--- src/rtl/tdft_pkg.sv ---
package tdft_pkg;

   localparam int TABLE_DEPTH = 1024;
   localparam int ADDR_W      = $clog2(TABLE_DEPTH);
   localparam int SLOT_W      = $clog2(TABLE_DEPTH + 1);

   localparam int NUM_W = 31;
   localparam int IDX_W = 10;
   localparam int DIV_W = 16;
   localparam int CNT_W = 32;
   localparam int SQ_W  = 32;

   localparam int FIRST_DIVISOR = 2;

   // The remainder unit retires one dividend bit per cycle.
   localparam int DIV_STEPS = NUM_W;
   localparam int STEP_W    = $clog2(DIV_STEPS);

   localparam int REQ_TDATA_W  = 48;
   localparam int RSP_FIELDS_W = 146;
   localparam int RSP_TDATA_W  = 152;
   localparam int RSP_PAD_W    = RSP_TDATA_W - RSP_FIELDS_W;
   localparam int REQ_PAD_W    = REQ_TDATA_W - NUM_W - IDX_W;

   typedef enum logic [0:0] {
      ACT_TEST = 1'b0,
      ACT_READ = 1'b1
   } action_type;

   typedef struct packed {
      logic done;
      logic rem_zero;
   } mod_status_type;

   typedef struct packed {
      logic [DIV_W-1:0] divisor;
      logic [CNT_W-1:0] count;
   } slot_type;

   function automatic logic [CNT_W-1:0] sat_inc(input logic [CNT_W-1:0] v);
      sat_inc = (v == {CNT_W{1'b1}}) ? v : v + CNT_W'(1);
   endfunction

endpackage

--- src/rtl/tdft_mod_unit.sv ---
module tdft_mod_unit (
   input  logic                        clock,
   input  logic                        reset,
   input  logic                        start,
   input  logic [tdft_pkg::NUM_W-1:0]  dividend,
   input  logic [tdft_pkg::DIV_W-1:0]  divisor,
   output tdft_pkg::mod_status_type    status
);

   logic                        busy_ff,     busy_in;
   logic                        done_ff,     done_in;
   logic [tdft_pkg::STEP_W-1:0] step_ff,     step_in;
   logic [tdft_pkg::NUM_W-1:0]  shift_ff,    shift_in;
   logic [tdft_pkg::DIV_W-1:0]  div_ff,      div_in;
   logic [tdft_pkg::DIV_W-1:0]  rem_ff,      rem_in;
   logic [tdft_pkg::DIV_W:0]    trial;

   // Restoring remainder: shift in the next dividend bit, subtract if it fits.
   assign trial = {rem_ff, shift_ff[tdft_pkg::NUM_W-1]};

   always_comb begin
      busy_in  = busy_ff;
      done_in  = 1'b0;
      step_in  = step_ff;
      shift_in = shift_ff;
      div_in   = div_ff;
      rem_in   = rem_ff;
      if (start) begin
         busy_in  = 1'b1;
         step_in  = tdft_pkg::STEP_W'(tdft_pkg::DIV_STEPS - 1);
         shift_in = dividend;
         div_in   = divisor;
         rem_in   = '0;
      end else if (busy_ff) begin
         shift_in = {shift_ff[tdft_pkg::NUM_W-2:0], 1'b0};
         if (trial >= {1'b0, div_ff}) begin
            rem_in = tdft_pkg::DIV_W'(trial - {1'b0, div_ff});
         end else begin
            rem_in = trial[tdft_pkg::DIV_W-1:0];
         end
         if (step_ff == '0) begin
            busy_in = 1'b0;
            done_in = 1'b1;
         end else begin
            step_in = step_ff - tdft_pkg::STEP_W'(1);
         end
      end
   end

   always_ff @(posedge clock) begin
      if (reset) begin
         busy_ff <= 1'b0;
         done_ff <= 1'b0;
         step_ff <= '0;
      end else begin
         busy_ff <= busy_in;
         done_ff <= done_in;
         step_ff <= step_in;
      end
      shift_ff <= shift_in;
      div_ff   <= div_in;
      rem_ff   <= rem_in;
   end

   assign status.done     = done_ff;
   assign status.rem_zero = (rem_ff == '0);

   a_no_start_while_busy: assert property (@(posedge clock) disable iff (reset)
      start |-> !busy_ff)
      else $error("remainder unit started while busy");

   a_done_not_busy: assert property (@(posedge clock) disable iff (reset)
      done_ff |-> !busy_ff)
      else $error("remainder unit done while still busy");

   a_done_after_last_step: assert property (@(posedge clock) disable iff (reset)
      (busy_ff && !start && step_ff == '0) |=> done_ff)
      else $error("remainder unit missed its done pulse");

endmodule

--- config.mk ---
export PLATFORM = sky130hd
export DESIGN_NAME = tdft_mod_unit
export DESIGN_NICKNAME = d
export VERILOG_FILES = /design/src/rtl/tdft_pkg.sv /design/src/rtl/tdft_mod_unit.sv
export SDC_FILE = /design/constraint.sdc
export NUM_CORES = 1
export LEC_CHECK = 0
export BUFFER_PORTS_ARGS = -buffer_cell sky130_fd_sc_hd__buf_2
export CORE_MARGIN = 2
export CORE_UTILIZATION = 30
export DETAILED_ROUTE_END_ITERATION = 12
export GPL_ROUTABILITY_DRIVEN = 0
export SETUP_SLACK_MARGIN = 0.4
export SYNTH_ARGS = -nofsm -noshare
export SYNTH_HDL_FRONTEND = slang
export SYNTH_SLANG_ARGS = --single-unit
--- constraint.sdc ---
create_clock -name clock -period 2.8 [get_ports clock]
set_input_delay 0.56 -clock clock [delete_from_list [all_inputs] [get_ports clock]]
set_output_delay 0.56 -clock clock [all_outputs]
set_load 0.02 [all_outputs]
**Yosys cells after proc, flatten, opt, wreduce, memory -nomap -nowiden**

Index checks and enable logic that the tools add are counted.

- Register bits after elaboration: 70
- Input port bits: 50
- Output and inout bits: 2
- Word-level logic and storage cells: 30

- Add/subtract/negate cells: 2
- $lt $le $gt $ge: 1
- Eq/ne operators: 1
- Mux-type cells: 10
- Bitwise logic cells: 2
- Reduce and logical (&&, ||, !) cells: 7

Operator list:

| operator | count |
|---|---|
| $mux W31 | 2 |
| $ge A17 B16 Y1 | 1 |
| $logic_not A16 Y1 | 1 |
| $mux W16 | 1 |
| $sub A16 B16 Y16 | 1 |
| $mux W5 | 3 |
| $logic_not A5 Y1 | 1 |
| $sub A5 B1 Y5 const B | 1 |
| $mux W1 | 4 |
| $reduce_and A2 Y1 | 2 |
| $reduce_or A3 Y1 | 1 |
| $ne A2 B2 Y1 const B | 1 |
| $not A1 Y1 | 2 |
| $reduce_bool A2 Y1 | 1 |
| $reduce_or A2 Y1 | 1 |

**Logic depth before layout (Yosys ltp)**

- Depth after elaboration: 4
- Mapped depth: 11
- Depth with buffers taken out: 11

**Worst setup path before layout**

OpenSTA, ideal clock, no wires.

- Path kind: register to register
- Start point: register shift_ff[30] in the netlist's numbering
- End point: register rem_ff[14] in the netlist's numbering
- Library setup time: 0.127 ns
- Data arrival time: 2.302 ns
- Data required time: 2.673 ns
- Slack: 0.372 ns
- Stages on the path, launching flop included: 12
- Path buffers: 0
- Clock period less this slack: 2.428 ns
- Path through: edfxtp_1 -> inv_1 -> ha_1 -> inv_1 -> fa_1 -> a21o_1 -> a21oi_1 -> o21ai_0 -> a2bb2oi_1 -> mux2_2 -> nor2_1 -> o31ai_1

- Word-level cells in the longest chain between the ends: 2
- Elaborated cells between the ends (all ways): 3
- Those cells by class: add/sub: 1; order compare: 1; mux: 1

Ends and longest elaborated chain:

| what | RTL line | text |
|---|---|---|
| start: declaration | tdft_mod_unit.sv:13 | `logic [tdft_pkg::NUM_W-1:0] shift_ff, shift_in;` |
| start signal: assignment | tdft_mod_unit.sv:60 | `shift_ff <= shift_in;` |
| $sub A16 B16 Y16 or $ge A17 B16 Y1 (tied branches) | tdft_mod_unit.sv:37, tdft_mod_unit.sv:36 |  |
| $mux W16 (*) | tdft_mod_unit.sv:36 | `if (trial >= {1'b0, div_ff}) begin` |
| end signal: assignment | tdft_mod_unit.sv:62 | `rem_ff <= rem_in;` |
| end: declaration | tdft_mod_unit.sv:15 | `logic [tdft_pkg::DIV_W-1:0] rem_ff, rem_in;` |

Mark *: on every way between the ends. The rest lies on a longest branch, timed or not.
A chain may end at the register's enable or synchronous reset.

**Worst setup path after layout**

- Start point: register div_ff[4] in the netlist's numbering
- End point: register rem_ff[8] in the netlist's numbering

- Word-level cells in the longest chain between the ends: 2
- Elaborated cells between the ends (all ways): 3
- Those cells by class: add/sub: 1; order compare: 1; mux: 1

Ends and longest elaborated chain:

| what | RTL line | text |
|---|---|---|
| start: declaration | tdft_mod_unit.sv:14 | `logic [tdft_pkg::DIV_W-1:0] div_ff, div_in;` |
| start signal: assignment | tdft_mod_unit.sv:61 | `div_ff <= div_in;` |
| $sub A16 B16 Y16 or $ge A17 B16 Y1 (tied branches) | tdft_mod_unit.sv:37, tdft_mod_unit.sv:36 |  |
| $mux W16 (*) | tdft_mod_unit.sv:36 |  |

Marks and branches as above.

==> flow_summary.ini <==
[route]
ant_nets = 0
drt_iter0_markers = 154
wl_met3_um = 612
drt-total-wl_um = 8740
met2_length_um = 4270
wl_met1_um = 3660
drc = 0
dr.pass1.iters = 4
highest_layer = met4
vias = 2823
avgRoutedWirePerCell_um = 15.8
post_drt_via_cell_ratio = 5.10

[logic_synthesis]
yosys_warnings = 0
synth_seq_cells = 70
ys_types = 54
synth_ff_type = edfxtp_1
yosysSeqAreaShare_pct = 51.4
synth_area_leaders = edfxtp_1 39%, dfxtp_1 13%, mux2_2 9.6%, ha_1 5.8%, nor2_1 3.1%
yosysTopAreaCellShare_pct = 38.8
ys_async_sr_fraction_pct = 0
synthesis.nets = 390
synth_top_area_cell = edfxtp_1
synth_most_common_cell = edfxtp_1
synth_area_per_cell_um2 = 11.3
synthCells = 322
synth.cell_area_um2 = 3640
synth-edff-count = 47
synth_common_cells = 47 x edfxtp_1, 31 x mux2_2, 30 x nor2_1

[setup_path]
crit_required_ns = 3.01
regToRegEndpoint = rem_ff[8]
r2r_cells = 9
critPathLaunch = div_ff[4]
cp_max_fo = 6
rrSetupSlack_ns = 0.38
cp-end-kind = flip-flop
worstSetupPathType = reg2reg
r2r_start = div_ff[4]
startpoint_type = flip-flop
arrival_ns = 2.63
endpoint = rem_ff[8]

[die]
start_util_pct = 30.6
die-area_um2 = 13000
die_y_um = 114
rows = 40
die_x_um = 114
io_pins = 52
core_area_um2 = 11900

[timing]
slew_headroom_pct = 55.0
finalHoldWorstSlack_ns = 0.404
rsz0062_at_grt = true
clock_skew_ns = 0.00922
fmax_mhz = 413
slew_violations = 0
finalCritPeriodShare_pct = 86.6
setup_viol = 0
hold_viol = 0
worst_pin_slew_ns = 0.673
post-route-min-period_ns = 2.42

[clock_network]
clk_path_buf_depth = 2
root_buffer = clkbuf_16
clk_pin_slew_worst_paths_ns = 0.06
htree_levels = 3
holdBufCountCts = 0
cts_buffers = 9
clock_latency_ns = 0.34
cts_tree = built
cts.sinks = 70

[global_routing]
grt_pass1_wl_um = 14300
antenna_found_initial = 0
grt.total_usage_pct = 14.0
first_global_vias = 3014
grt_max_degree = 54
gr-total-overflow = 0

[job]
drv_cap = 0

[placed_design]
dpl.cell_count = 520
hpwl_um = 5590
portBuffers = 51

[final_layout]
nets = 469
drive_gt1_share_pct = 44.3
fin_util_pct = 41.1
antenna_cells = 0
area_growth_syn_to_layout_pct = 34.5
fin_cells = 553

[power_and_ir_drop]
p_per_area_nw_per_um2 = 597
ir_worst_vdd_uv = 311
p_leak_uw = 0.00191

[outcome]
status = complete, no violations

[hold_path]
hold_path_class = in2reg
## registers in the layout, indices dropped and copies added, names as in the netlist
name,count
div_ff,16
step_ff,5
rem_ff,16
done_ff,1
busy_ff,1
shift_ff,31
## worst min-delay path by stage
stage,startpoint,to,slack (ns),cells after the start
after global routing,divisor[0],div_ff[0],0.39,1
after detailed placement,step_ff[4],step_ff[4],0.47,2
after CTS,divisor[10],div_ff[10],0.39,1
after global placement,step_ff[4],step_ff[4],0.47,2
after floorplan,step_ff[4],step_ff[4],0.45,2
final,divisor[0],div_ff[0],0.40,1
## per-layer routing
| layer | GRT usage [%] | vias to the layer above |
|---|---|---|
| met1 | 16.8 | 1351 |
| met5 | 0 | - |
| met2 | 22.7 | 92 |
| met3 | 4.29 | 17 |
| met4 | 7.24 | 0 |
| li1 | - | 1363 |
## cell families (layout without fill, tap and decap cells)
group / after synthesis / count (layout) / share of synthesized area (%)
buf+inv: 37 / 119 / 4.30
compound gates: 69 / 71 / 13.5
xor+xnor: 12 / 12 / 2.89
simple gates: 82 / 82 / 11.1
fa+ha+maj: 18 / 18 / 6.39
mux: 34 / 34 / 10.4
flops: 70 / 70 / 51.4
## where the power goes
part / internal, µW / total [µW] / leakage [µW] / switching [µW]
Clock: 686 / 1120 / 0.000134 / 432
Combinational: 272 / 559 / 0.00112 / 288
Sequential: 1210 / 1250 / 0.000658 / 40.7
Total: 2160 / 2920 / 0.00191 / 760
## layout by cell type, fill, tap and decap left out, types with 9 or more instances in the layout
| cell type | synthesis | final |
|---|---|---|
| inv_1 | 20 | 15 |
| edfxtp_1 | 47 | 47 |
| nor2_1 | 30 | 29 |
| buf_2 | 4 | 51 |
| dfxtp_1 | 23 | 21 |
| ha_4 | 0 | 9 |
| mux2_2 | 31 | 30 |
| a21oi_1 | 13 | 10 |
| buf_4 | 1 | 29 |
| nand2_1 | 18 | 17 |
| clkbuf_16 | 0 | 9 |
## worst max-delay path, stage by stage (launching register included)
cell	delay, ns
edfxtp_1	0.37
inv_2	0.06
ha_4	0.27
nand4_1	0.11
or4_4	0.56
a32oi_4	0.25
o31ai_4	0.19
buf_4	0.18
o41ai_2	0.25
nor3_1	0.08
## repair_timing
item                                    CTS  global route
gates cloned                              2             0
buffers inserted                          5            10
pin swaps                                23            27
resized for setup                        32            27
endpoints found under the setup margin   16            16
## area by class of cell
| type | instances | area (µm²) |
|---|---|---|
| Sequential cell | 70 | 1870 |
| Clock inverter | 6 | 62.6 |
| Tap cell | 147 | 184 |
| Inverter | 20 | 75.1 |
| Timing Repair Buffer | 83 | 533 |
| Multi-Input combinational cell | 217 | 1940 |
| Clock buffer | 10 | 229 |
| Fill cell | 1121 | 7010 |
## through the flow
step                setup slack [ns]  TNS (ns)  total power, µW  cell area (µm²)
floorplan                      0.426         0             1560             3650
global placement              0.0855         0             1700             4150
detailed placement           -0.0406   -0.0465             1710             4150
CTS                            0.398         0             2900             4730
global route                   0.304         0             3060             4900
finish                         0.376         0             2920             4900
No activity file was read; power rests on OpenSTA's default activity.
